`config.mk`:
```
export PLATFORM = sky130hd
export DESIGN_NAME = http_request_header_tokenizer_top
export DESIGN_NICKNAME = d
export VERILOG_FILES = /design/src/hw/rtl/hrht_pkg.sv /design/src/hw/rtl/hrht_front.sv /design/src/hw/rtl/hrht_queue.sv /design/src/hw/rtl/hrht_back.sv /design/src/hw/rtl/http_request_header_tokenizer_top.sv
export VERILOG_INCLUDE_DIRS = /design/src /design/src/hw/rtl
export SDC_FILE = /design/constraint.sdc
export NUM_CORES = 1
export LEC_CHECK = 0
export BUFFER_PORTS_ARGS = -buffer_cell sky130_fd_sc_hd__buf_2
export CAP_MARGIN = 0
export CELL_PAD_IN_SITES_DETAIL_PLACEMENT = 0
export CELL_PAD_IN_SITES_GLOBAL_PLACEMENT = 1
export CORE_MARGIN = 5
export CORE_UTILIZATION = 40
export DETAILED_ROUTE_END_ITERATION = 8
export PLACE_DENSITY = 0.64
export RECOVER_POWER = 50
export SYNTH_ARGS = -nofsm -noshare
export SYNTH_HDL_FRONTEND = slang
export SYNTH_SLANG_ARGS = --single-unit
```
`constraint.sdc`:
```
create_clock -name clk -period 12.7 [get_ports clk]
set_input_delay 0 -clock clk [delete_from_list [all_inputs] [get_ports clk]]
set_output_delay 0 -clock clk [all_outputs]
set_load 0.05 [all_outputs]
```
`src/hw/rtl/assert_macros.svh`:
```
// Assertion macros shared by the tokenizer RTL.
// No dependencies; included by the modules that carry checks.
`ifndef ASSERT_MACROS_SVH
`define ASSERT_MACROS_SVH

`ifndef SYNTH
`define ASSERT_PROP(lbl, clk, rstn, prop) \
	lbl: assert property (@(posedge clk) disable iff (!(rstn)) (prop)) \
		else $error("assertion failed");
`define ASSERT_NEVER(lbl, clk, rstn, expr) \
	lbl: assert property (@(posedge clk) disable iff (!(rstn)) !(expr)) \
		else $error("forbidden condition seen");
`else
`define ASSERT_PROP(lbl, clk, rstn, prop)
`define ASSERT_NEVER(lbl, clk, rstn, expr)
`endif

`endif

```
`src/hw/rtl/hrht_pkg.sv`:
```
// Package for the HTTP request header tokenizer: codes, types, defaults.
// No dependencies; imported by every module of the block.
`default_nettype none

package hrht_pkg;

	localparam int LEN_BITS_DEF    = 16;
	localparam int QUEUE_DEPTH_DEF = 4;

	localparam int IN_TDATA_W  = 8;
	localparam int OUT_TDATA_W = 40;
	localparam int CFG_IDX_W   = 3;
	localparam int CFG_DATA_W  = 16;

	localparam logic [7:0] CH_CR    = 8'h0D;
	localparam logic [7:0] CH_LF    = 8'h0A;
	localparam logic [7:0] CH_COLON = 8'h3A;
	localparam logic [7:0] CH_SPACE = 8'h20;

	localparam logic [2:0] KIND_NONE   = 3'd0;
	localparam logic [2:0] KIND_METHOD = 3'd1;
	localparam logic [2:0] KIND_PATH   = 3'd2;
	localparam logic [2:0] KIND_PROTO  = 3'd3;
	localparam logic [2:0] KIND_NAME   = 3'd4;
	localparam logic [2:0] KIND_VALUE  = 3'd5;

	localparam logic [3:0] ST_RUNNING     = 4'd0;
	localparam logic [3:0] ST_SUCCESS     = 4'd1;
	localparam logic [3:0] ST_METHOD_LONG = 4'd2;
	localparam logic [3:0] ST_PATH_LONG   = 4'd3;
	localparam logic [3:0] ST_PROTO_LONG  = 4'd4;
	localparam logic [3:0] ST_TOO_MANY    = 4'd5;
	localparam logic [3:0] ST_NAME_LONG   = 4'd6;
	localparam logic [3:0] ST_VALUE_LONG  = 4'd7;
	localparam logic [3:0] ST_MISMATCH    = 4'd8;

	localparam logic [CFG_IDX_W-1:0] REG_MAX_METHOD  = 3'd0;
	localparam logic [CFG_IDX_W-1:0] REG_MAX_PATH    = 3'd1;
	localparam logic [CFG_IDX_W-1:0] REG_MAX_PROTO   = 3'd2;
	localparam logic [CFG_IDX_W-1:0] REG_MAX_NAME    = 3'd3;
	localparam logic [CFG_IDX_W-1:0] REG_MAX_VALUE   = 3'd4;
	localparam logic [CFG_IDX_W-1:0] REG_MAX_HEADERS = 3'd5;

	localparam logic [7:0]  RST_MAX_METHOD  = 8'd16;
	localparam logic [15:0] RST_MAX_PATH    = 16'd2048;
	localparam logic [7:0]  RST_MAX_PROTO   = 8'd16;
	localparam logic [7:0]  RST_MAX_NAME    = 8'd64;
	localparam logic [15:0] RST_MAX_VALUE   = 16'd1024;
	localparam logic [7:0]  RST_MAX_HEADERS = 8'd32;

	typedef enum logic [1:0] {PH_HEADLINE, PH_HEADERS} phase_t;
	typedef enum logic [1:0] {HP_METHOD, HP_PATH, HP_PROTO} part_t;
	typedef enum logic [1:0] {LF_NONE, LF_LINE, LF_END} lf_t;

	typedef struct packed {
		logic is_sp;
		logic is_cr;
		logic is_lf;
		logic is_colon;
	} class_t;

	typedef struct packed {
		logic [7:0] data;
		logic       first;
		logic       last;
		class_t     cls;
	} item_t;

endpackage

`default_nettype wire

```
`src/hw/rtl/hrht_front.sv`:
```
// Front end: takes input words, classifies the delimiter bytes, registers them.
// Depends on hrht_pkg; feeds hrht_queue.
`default_nettype none

module hrht_front (
	input  wire logic                          clk,
	input  wire logic                          arst_n,
	input  wire logic                          in_valid,
	output logic                               in_ready,
	input  wire logic [7:0]                    in_data,
	input  wire logic                          in_first,
	input  wire logic                          in_last,
	output logic                               push,
	input  wire logic                          push_ready,
	output hrht_pkg::item_t                    push_item
);
	import hrht_pkg::*;

	logic  valid_s1;
	item_t item_s1;
	item_t item_c;

	always_comb begin
		item_c.data         = in_data;
		item_c.first        = in_first;
		item_c.last         = in_last;
		item_c.cls.is_sp    = (in_data == CH_SPACE);
		item_c.cls.is_cr    = (in_data == CH_CR);
		item_c.cls.is_lf    = (in_data == CH_LF);
		item_c.cls.is_colon = (in_data == CH_COLON);
	end

	assign in_ready  = !valid_s1 || push_ready;
	assign push      = valid_s1;
	assign push_item = item_s1;

	always_ff @(posedge clk or negedge arst_n) begin
		if (!arst_n) begin
			valid_s1 <= 1'b0;
		end else if (in_ready) begin
			valid_s1 <= in_valid;
		end
	end

	always_ff @(posedge clk) begin
		if (in_ready && in_valid) begin
			item_s1 <= item_c;
		end
	end

endmodule

`default_nettype wire

```
`src/hw/rtl/hrht_queue.sv`:
```
// Short queue of classified bytes between the front end and the parser.
// Depends on hrht_pkg for the item type.
`default_nettype none

module hrht_queue #(
	parameter int DEPTH = hrht_pkg::QUEUE_DEPTH_DEF
) (
	input  wire logic            clk,
	input  wire logic            arst_n,
	input  wire logic            push,
	output logic                 push_ready,
	input  wire hrht_pkg::item_t push_item,
	output logic                 pop_valid,
	input  wire logic            pop,
	output hrht_pkg::item_t      pop_item
);
	import hrht_pkg::*;

	`include "assert_macros.svh"

	localparam int AW = (DEPTH > 1) ? $clog2(DEPTH) : 1;
	localparam int CW = $clog2(DEPTH + 1);

	item_t         slots_q [DEPTH];
	logic [AW-1:0] wr_ptr_q;
	logic [AW-1:0] rd_ptr_q;
	logic [CW-1:0] count_q;

	assign push_ready = (count_q != CW'(DEPTH));
	assign pop_valid  = (count_q != '0);
	assign pop_item   = slots_q[rd_ptr_q];

	function automatic logic [AW-1:0] ptr_inc(input logic [AW-1:0] p);
		return (p == AW'(DEPTH - 1)) ? '0 : p + 1'b1;
	endfunction

	always_ff @(posedge clk or negedge arst_n) begin
		if (!arst_n) begin
			wr_ptr_q <= '0;
			rd_ptr_q <= '0;
			count_q  <= '0;
		end else begin
			if (push && push_ready) begin
				wr_ptr_q <= ptr_inc(wr_ptr_q);
			end
			if (pop && pop_valid) begin
				rd_ptr_q <= ptr_inc(rd_ptr_q);
			end
			if ((push && push_ready) && !(pop && pop_valid)) begin
				count_q <= count_q + 1'b1;
			end else if (!(push && push_ready) && (pop && pop_valid)) begin
				count_q <= count_q - 1'b1;
			end
		end
	end

	always_ff @(posedge clk) begin
		if (push && push_ready) begin
			slots_q[wr_ptr_q] <= push_item;
		end
	end

	`ASSERT_NEVER(a_count_range, clk, arst_n, count_q > CW'(DEPTH))
	`ASSERT_PROP(a_pop_nonempty, clk, arst_n, pop |-> pop_valid)
	`ASSERT_PROP(a_count_track, clk, arst_n, (push && push_ready && !pop) |=> count_q == $past(count_q) + 1'b1)

endmodule

`default_nettype wire

```
`src/hw/rtl/hrht_back.sv`:
```
// Back end: parser state, limit registers and the registered result word.
// Depends on hrht_pkg; pops from hrht_queue.
`default_nettype none

module hrht_back #(
	parameter int LEN_BITS = hrht_pkg::LEN_BITS_DEF
) (
	input  wire logic                              clk,
	input  wire logic                              arst_n,
	input  wire logic                              pop_valid,
	output logic                                   pop,
	input  wire hrht_pkg::item_t                   pop_item,
	input  wire logic                              cfg_valid,
	output logic                                   cfg_ready,
	input  wire logic [hrht_pkg::CFG_IDX_W-1:0]    cfg_index,
	input  wire logic [hrht_pkg::CFG_DATA_W-1:0]   cfg_data,
	output logic                                   out_valid,
	input  wire logic                              out_ready,
	output logic [7:0]                             out_byte,
	output logic [2:0]                             out_field_kind,
	output logic [2:0]                             out_closed_kind,
	output logic [15:0]                            out_closed_len,
	output logic [7:0]                             out_header_index,
	output logic [3:0]                             out_status
);
	import hrht_pkg::*;

	`include "assert_macros.svh"

	localparam int CW = (LEN_BITS > 16) ? LEN_BITS : 16;

	logic [7:0]  max_method_q, max_proto_q, max_name_q, max_headers_q;
	logic [15:0] max_path_q, max_value_q;

	phase_t              phase_q, c_phase, n_phase;
	part_t               part_q, c_part, n_part;
	logic                in_value_q, c_in_value, n_in_value;
	logic [LEN_BITS-1:0] flen_q, c_flen, n_flen, flen_grow;
	logic [7:0]          hseen_q, c_hseen, n_hseen;
	lf_t                 elf_q, c_elf, n_elf;
	logic                skip_q, c_skip, n_skip;
	logic [3:0]          fstat_q, c_fstat, n_fstat;

	logic [CW-1:0] flen_ext, lim, clen_w;
	logic [2:0]    kind, ckind, part_kind;
	logic [3:0]    part_err;
	logic [7:0]    idx;
	logic [15:0]   clen_sat;
	logic          out_valid_q;

	assign cfg_ready = 1'b1;
	assign out_valid = out_valid_q;
	assign pop       = pop_valid && (!out_valid_q || out_ready);

	always_ff @(posedge clk or negedge arst_n) begin
		if (!arst_n) begin
			max_method_q  <= RST_MAX_METHOD;
			max_path_q    <= RST_MAX_PATH;
			max_proto_q   <= RST_MAX_PROTO;
			max_name_q    <= RST_MAX_NAME;
			max_value_q   <= RST_MAX_VALUE;
			max_headers_q <= RST_MAX_HEADERS;
		end else if (cfg_valid) begin
			case (cfg_index)
				REG_MAX_METHOD:  max_method_q  <= cfg_data[7:0];
				REG_MAX_PATH:    max_path_q    <= cfg_data;
				REG_MAX_PROTO:   max_proto_q   <= cfg_data[7:0];
				REG_MAX_NAME:    max_name_q    <= cfg_data[7:0];
				REG_MAX_VALUE:   max_value_q   <= cfg_data;
				REG_MAX_HEADERS: max_headers_q <= cfg_data[7:0];
				default: ;
			endcase
		end
	end

	always_comb begin
		if (pop_item.first) begin
			c_phase    = PH_HEADLINE;
			c_part     = HP_METHOD;
			c_in_value = 1'b0;
			c_flen     = '0;
			c_hseen    = '0;
			c_elf      = LF_NONE;
			c_skip     = 1'b0;
			c_fstat    = ST_RUNNING;
		end else begin
			c_phase    = phase_q;
			c_part     = part_q;
			c_in_value = in_value_q;
			c_flen     = flen_q;
			c_hseen    = hseen_q;
			c_elf      = elf_q;
			c_skip     = skip_q;
			c_fstat    = fstat_q;
		end
	end

	assign flen_ext  = CW'(c_flen);
	assign flen_grow = (c_flen == '1) ? c_flen : c_flen + 1'b1;

	always_comb begin
		case (c_part)
			HP_METHOD: begin
				lim       = CW'(max_method_q);
				part_kind = KIND_METHOD;
				part_err  = ST_METHOD_LONG;
			end
			HP_PATH: begin
				lim       = CW'(max_path_q);
				part_kind = KIND_PATH;
				part_err  = ST_PATH_LONG;
			end
			default: begin
				lim       = CW'(max_proto_q);
				part_kind = KIND_PROTO;
				part_err  = ST_PROTO_LONG;
			end
		endcase
	end

	always_comb begin
		n_phase    = c_phase;
		n_part     = c_part;
		n_in_value = c_in_value;
		n_flen     = c_flen;
		n_hseen    = c_hseen;
		n_elf      = c_elf;
		n_skip     = c_skip;
		n_fstat    = c_fstat;
		kind       = KIND_NONE;
		ckind      = KIND_NONE;
		clen_w     = '0;
		idx        = c_hseen;
		if (c_fstat != ST_RUNNING) begin
			n_fstat = c_fstat;
		end else if (c_elf != LF_NONE) begin
			if (!pop_item.cls.is_lf) begin
				n_fstat = ST_MISMATCH;
			end else if (c_elf == LF_END) begin
				n_fstat = ST_SUCCESS;
			end
			n_elf = LF_NONE;
		end else if (c_skip && pop_item.cls.is_sp) begin
			n_skip = 1'b0;
		end else if (c_phase == PH_HEADLINE) begin
			n_skip = 1'b0;
			if (pop_item.cls.is_sp || pop_item.cls.is_cr) begin
				if (flen_ext >= lim) begin
					n_fstat = part_err;
				end else begin
					ckind  = part_kind;
					clen_w = flen_ext;
					n_flen = '0;
					case (c_part)
						HP_METHOD: n_part = HP_PATH;
						HP_PATH:   n_part = HP_PROTO;
						default: begin
							n_part  = HP_PROTO;
							n_phase = PH_HEADERS;
						end
					endcase
					if (pop_item.cls.is_cr) begin
						n_elf = LF_LINE;
					end
				end
			end else begin
				kind   = part_kind;
				n_flen = flen_grow;
			end
		end else begin
			n_skip = 1'b0;
			if (!c_in_value && pop_item.cls.is_cr) begin
				n_flen = '0;
				n_elf  = LF_END;
			end else if (!c_in_value && pop_item.cls.is_colon) begin
				if (c_hseen >= max_headers_q) begin
					n_fstat = ST_TOO_MANY;
				end else if (flen_ext >= CW'(max_name_q)) begin
					n_fstat = ST_NAME_LONG;
				end else begin
					ckind      = KIND_NAME;
					clen_w     = flen_ext;
					n_flen     = '0;
					n_in_value = 1'b1;
					n_skip     = 1'b1;
				end
			end else if (c_in_value && pop_item.cls.is_cr) begin
				if (flen_ext >= CW'(max_value_q)) begin
					n_fstat = ST_VALUE_LONG;
				end else begin
					ckind      = KIND_VALUE;
					clen_w     = flen_ext;
					n_flen     = '0;
					n_in_value = 1'b0;
					n_hseen    = c_hseen + 8'(c_hseen != 8'hFF);
					n_elf      = LF_LINE;
				end
			end else begin
				kind   = c_in_value ? KIND_VALUE : KIND_NAME;
				n_flen = flen_grow;
			end
		end
		if (n_fstat == ST_RUNNING && pop_item.last) begin
			n_fstat = ST_MISMATCH;
		end
		if (n_fstat > ST_SUCCESS) begin
			kind   = KIND_NONE;
			ckind  = KIND_NONE;
			clen_w = '0;
		end
		if (n_fstat == ST_SUCCESS) begin
			idx = n_hseen;
		end
	end

	assign clen_sat = (clen_w > CW'(16'hFFFF)) ? 16'hFFFF : clen_w[15:0];

	always_ff @(posedge clk or negedge arst_n) begin
		if (!arst_n) begin
			phase_q     <= PH_HEADLINE;
			part_q      <= HP_METHOD;
			in_value_q  <= 1'b0;
			flen_q      <= '0;
			hseen_q     <= '0;
			elf_q       <= LF_NONE;
			skip_q      <= 1'b0;
			fstat_q     <= ST_RUNNING;
			out_valid_q <= 1'b0;
		end else begin
			if (pop) begin
				phase_q    <= n_phase;
				part_q     <= n_part;
				in_value_q <= n_in_value;
				flen_q     <= n_flen;
				hseen_q    <= n_hseen;
				elf_q      <= n_elf;
				skip_q     <= n_skip;
				fstat_q    <= n_fstat;
			end
			if (pop) begin
				out_valid_q <= 1'b1;
			end else if (out_ready) begin
				out_valid_q <= 1'b0;
			end
		end
	end

	always_ff @(posedge clk) begin
		if (pop) begin
			out_byte         <= pop_item.data;
			out_field_kind   <= kind;
			out_closed_kind  <= ckind;
			out_closed_len   <= clen_sat;
			out_header_index <= idx;
			out_status       <= n_fstat;
		end
	end

	`ASSERT_PROP(a_err_quiet, clk, arst_n, (out_valid_q && out_status > ST_SUCCESS) |-> (out_field_kind == KIND_NONE && out_closed_kind == KIND_NONE))
	`ASSERT_PROP(a_len_needs_close, clk, arst_n, (out_valid_q && out_closed_len != 16'd0) |-> out_closed_kind != KIND_NONE)
	`ASSERT_PROP(a_status_hold, clk, arst_n, (pop && !pop_item.first && fstat_q != ST_RUNNING) |=> fstat_q == $past(fstat_q))

endmodule

`default_nettype wire

```
`src/hw/rtl/http_request_header_tokenizer_top.sv`:
```
// Top level of the HTTP request header tokenizer.
// Depends on hrht_pkg, hrht_front, hrht_queue and hrht_back.
//
// channel  dir  handshake              payload
// s_axis   in   tvalid/tready          tdata=in_byte, tuser=first_byte, tlast=last_byte
// m_axis   out  tvalid/tready          tdata=result word, tuser=field_kind
// cfg      in   cfg_valid/cfg_ready    cfg_index, cfg_data
//
// One word per cycle while m_axis_tready is high; hrht_back updates state per byte.
// Registers on the path: hrht_front stage, queue slot, hrht_back outputs.
// Reset clears all control state and restores the limit registers.
// The queue lets input keep flowing while the result side is stalled, until full.
`default_nettype none

module http_request_header_tokenizer_top #(
	parameter int LEN_BITS    = hrht_pkg::LEN_BITS_DEF,
	parameter int QUEUE_DEPTH = hrht_pkg::QUEUE_DEPTH_DEF
) (
	input  wire logic                               clk,
	input  wire logic                               arst_n,
	input  wire logic                               s_axis_tvalid,
	output logic                                    s_axis_tready,
	input  wire logic [hrht_pkg::IN_TDATA_W-1:0]    s_axis_tdata,  // [7:0] in_byte
	input  wire logic                               s_axis_tuser,  // [0] first_byte
	input  wire logic                               s_axis_tlast,
	output logic                                    m_axis_tvalid,
	input  wire logic                               m_axis_tready,
	// [7:0] out_byte, [10:8] closed_kind, [26:11] closed_len,
	// [34:27] header_index, [38:35] status, [39] zero
	output logic [hrht_pkg::OUT_TDATA_W-1:0]        m_axis_tdata,
	output logic [2:0]                              m_axis_tuser,  // [2:0] field_kind
	input  wire logic                               cfg_valid,
	output logic                                    cfg_ready,
	input  wire logic [hrht_pkg::CFG_IDX_W-1:0]     cfg_index,
	input  wire logic [hrht_pkg::CFG_DATA_W-1:0]    cfg_data
);
	import hrht_pkg::*;

	logic        push, push_ready, pop_valid, pop;
	item_t       push_item, pop_item;
	logic [7:0]  out_byte, out_header_index;
	logic [2:0]  out_closed_kind;
	logic [15:0] out_closed_len;
	logic [3:0]  out_status;

	hrht_front u_front (
		.clk        (clk),
		.arst_n     (arst_n),
		.in_valid   (s_axis_tvalid),
		.in_ready   (s_axis_tready),
		.in_data    (s_axis_tdata),
		.in_first   (s_axis_tuser),
		.in_last    (s_axis_tlast),
		.push       (push),
		.push_ready (push_ready),
		.push_item  (push_item)
	);

	hrht_queue #(
		.DEPTH (QUEUE_DEPTH)
	) u_queue (
		.clk        (clk),
		.arst_n     (arst_n),
		.push       (push),
		.push_ready (push_ready),
		.push_item  (push_item),
		.pop_valid  (pop_valid),
		.pop        (pop),
		.pop_item   (pop_item)
	);

	hrht_back #(
		.LEN_BITS (LEN_BITS)
	) u_back (
		.clk              (clk),
		.arst_n           (arst_n),
		.pop_valid        (pop_valid),
		.pop              (pop),
		.pop_item         (pop_item),
		.cfg_valid        (cfg_valid),
		.cfg_ready        (cfg_ready),
		.cfg_index        (cfg_index),
		.cfg_data         (cfg_data),
		.out_valid        (m_axis_tvalid),
		.out_ready        (m_axis_tready),
		.out_byte         (out_byte),
		.out_field_kind   (m_axis_tuser),
		.out_closed_kind  (out_closed_kind),
		.out_closed_len   (out_closed_len),
		.out_header_index (out_header_index),
		.out_status       (out_status)
	);

	assign m_axis_tdata = {1'b0, out_status, out_header_index, out_closed_len,
		out_closed_kind, out_byte};

endmodule

`default_nettype wire
```
==> impl_metrics.csv <==
group,metric,value,unit
placement,place_ws,6380,ps
critical_path,cp_data_arrival_time,6640,ps
global_route,grt_pass1_wl,44.9,mm
flow_run,drv_cap,3,
finish,final_common_cell,"edfxtp_1",
finish,nFillCells,2543,
die,boundaryPins,80,
synth,synth-seq-cells,221,
detailed_routing,remaining_drc_errors,0,
cts,clkSinkCount,221,
detailed_routing,detail_route.wl_per_cell,19.6,µm
timing,final_max_slew_viol_count,129,
cts,clk_pin_slew,60,ps
synth,synth.cell_area,11000,µm²
global_route,grt_pass1_vias,7935,
timing,fin_crit,6280,ps
timing,fin_skew,7.91,ps
placement,dp_hpwl,19.4,mm
critical_path,r2r_start,"u_queue.rd_ptr_q[0]$_DFFE_PN0P_",
detailed_routing,viasPerCell,5.44,
detailed_routing,vias,7727,
pwr,ir_worst_vdd,0.122,mV
detailed_routing,routed_wl,27.8,mm
synth,netlist_instances,953,
critical_path,cp-startpoint,"u_queue.rd_ptr_q[0]$_DFFE_PN0P_",
detailed_routing,drt_iter0_drc,581,
synth,synth_warnings,0,
global_route,antenna_found_initial,0,
pwr,power.total,2840,µW
timing,fin_crit_sh,0.494,
timing,setup_slack,6420,ps
placement,portBuffers,77,
finish,drive_gt1_frac,0.143,
timing,tightest_slew,3560,ps
timing,maxSlewHeadroom,-1.37,
die,die_y,176,µm
synth,synth_cell_types,73,
timing,hold_violations,0,
die,core-area,27000,µm²
critical_path,crit_path_max_fanout,62,
synth,synth-main-ff-cell,"edfxtp_1",
global_route,grt.total_usage,0.180,
cts,cts-htree-levels,1,
pwr,p_leak,0.00527,µW
cts,cts_resized,0,
timing,finalSetupViolations,0,
cts,clk_latency,540,ps
cts,numCtsBuffers,25,
timing,setup_tns,0,ps
cts,postCtsSetupBuffers,0,
timing,fmax,0.159,GHz
critical_path,start_kind,"register",
worst_hold_path,hp-class,"in -> reg",
critical_path,endpoint_kind,"register",
pwr,power_density,221,nW/µm²
synth,postSynthNetCount,1045,
critical_path,worstSetupPathType,"reg -> reg",
cts,ctsHoldBuffers,33,
die,rows,60,
outcome,failed_checks,"capacitance limit, slew limit",
finish,area_growth,16.6,%
worst_hold_path,min_from,"cfg_valid",
critical_path,worstPathRequired,13060,ps
die,fp.dieW,176,µm
synth,synth.avg_cell_area,11.6,µm²
synth,async_flop_share,0.493,
synth,yosysSeqAreaShare,0.553,
detailed_routing,drt_first_pass_iters,5,
global_route,grt-ovfl-total,0,
cts,cts_buffer_depth,3,
outcome,outcome,"finished with violations",
synth,synth_edf_count,112,
cts,root_buffer,"clkbuf_16",
die,die-area,31000,µm²
finish,final_cell_mix,"edfxtp_1, dfrtp_1, nand2_1",
cts,cts_tree,"yes",
detailed_routing,antenna_left,0,
global_route,grt_max_degree,65,
finish,diodes,0,
placement,gp_congestion,0.839,
finish,nets,1153,
timing,rsz0062_at_grt,"false",
die,start_util,0.408,
-- worst max-delay path, stage by stage, from the launching register on --
cell,delay (ps)
dfrtp_1,1010
mux4_2,600
buf_4,340
nor3b_1,1080
nand2_1,140
ha_1,360
a211oi_1,230
o21ai_0,140
a221oi_1,370
o21ai_0,340
nor3_1,690
nor2_1,450
nor3b_1,320
-- path summary, 6_finish.rpt --
path	slack, ps	to	depth (start not counted)
worst min-delay path	100	u_back.max_value_q[0]$_DFFE_PN0P_	4
worst max register to register	6420	u_back.out_closed_len[8]$_DFFE_PP_	12
max in group asynchronous	7330	u_back.max_headers_q[6]$_DFFE_PN0P_	3
min in group asynchronous	910	u_back.part_q[0]$_DFFE_PN0P_	2
worst max-delay path	6420	u_back.out_closed_len[8]$_DFFE_PP_	12
worst min register to register	490	u_queue.slots_q[2][13]$_DFFE_PP_	0
-- cell families after synthesis --
family / after synthesis / share of synthesized area
flip-flops: 221 / 0.553
buffers and inverters: 92 / 0.0339
adder cells (fa/ha/maj): 58 / 0.0664
multiplexers: 70 / 0.0853
AO/OA/AOI/OAI: 192 / 0.114
XOR/XNOR: 3 / 0.00238
other: 2 / 0.000680
AND/OR/NAND/NOR: 315 / 0.145
-- metrics by stage --
stage / hold slack (ps) / area [µm²] / util / cells
4_1_cts: 47.1 / 13000 / 0.480 / 1421
6_report: 102 / 12900 / 0.476 / 1421
3_5_place_dp: 77.0 / 11800 / 0.436 / 1342
3_3_place_gp: 76.6 / 11800 / 0.436 / 1342
2_1_floorplan: -296 / 11000 / - / 953
5_1_grt: 117 / 12900 / 0.476 / 1421
-- where the power goes --
part	internal (µW)	total (µW)	switching, µW
clock	464	755	291
sequential	950	1070	116
combinational	311	1020	711
-- area by class of cell --
cell class,count,area (µm²),area share
clock inverter,12,173,0.0134
multi-input combinational,640,4570,0.355
timing repair buffer,120,709,0.0551
inverter,53,199,0.0155
clock buffer,34,691,0.0537
tap,341,427,0.0332
sequential,221,6100,0.474
-- sequential cells by signal, summed over array words and instances, names as in the netlist, 3 cells and up --
name	flops
u_back.max_name_q	8
u_back.out_status	4
u_back.max_path_q	16
u_back.out_field_kind	3
u_back.max_value_q	16
u_back.fstat_q	4
u_back.max_proto_q	8
u_back.out_header_index	8
u_back.out_closed_kind	3
u_back.max_method_q	8
u_back.out_byte	8
u_queue.count_q	3
u_queue.slots_q	56
u_back.max_headers_q	8
u_front.push_item	14
u_back.hseen_q	8
u_back.out_closed_len	16
u_back.flen_q	16
-- Yosys cell counts (all sizes together) (12+ instances only) --
cell,instances,share of area
nand2,91,0.032
ha,57,0.065
clkbuf,22,0.0076
nor3,30,0.014
mux4,14,0.029
nor2,70,0.024
nor2b,23,0.013
nand3,21,0.0095
inv,53,0.018
dfrtp,103,0.23
buf,17,0.0083
mux2,52,0.053
and2,13,0.0074
edfxtp,112,0.30
a31oi,12,0.0068
a21oi,35,0.016
nand4,15,0.0085
o21ai,67,0.031
-- routing by layer --
layer	track usage	vias up	share of wire
met5	0	-	0
met4	0.0432	0	0.022
met3	0.0268	42	0.037
met2	0.298	164	0.47
met1	0.253	3791	0.47
li1	-	3730	-
Power figures use the tool's default switching activity.
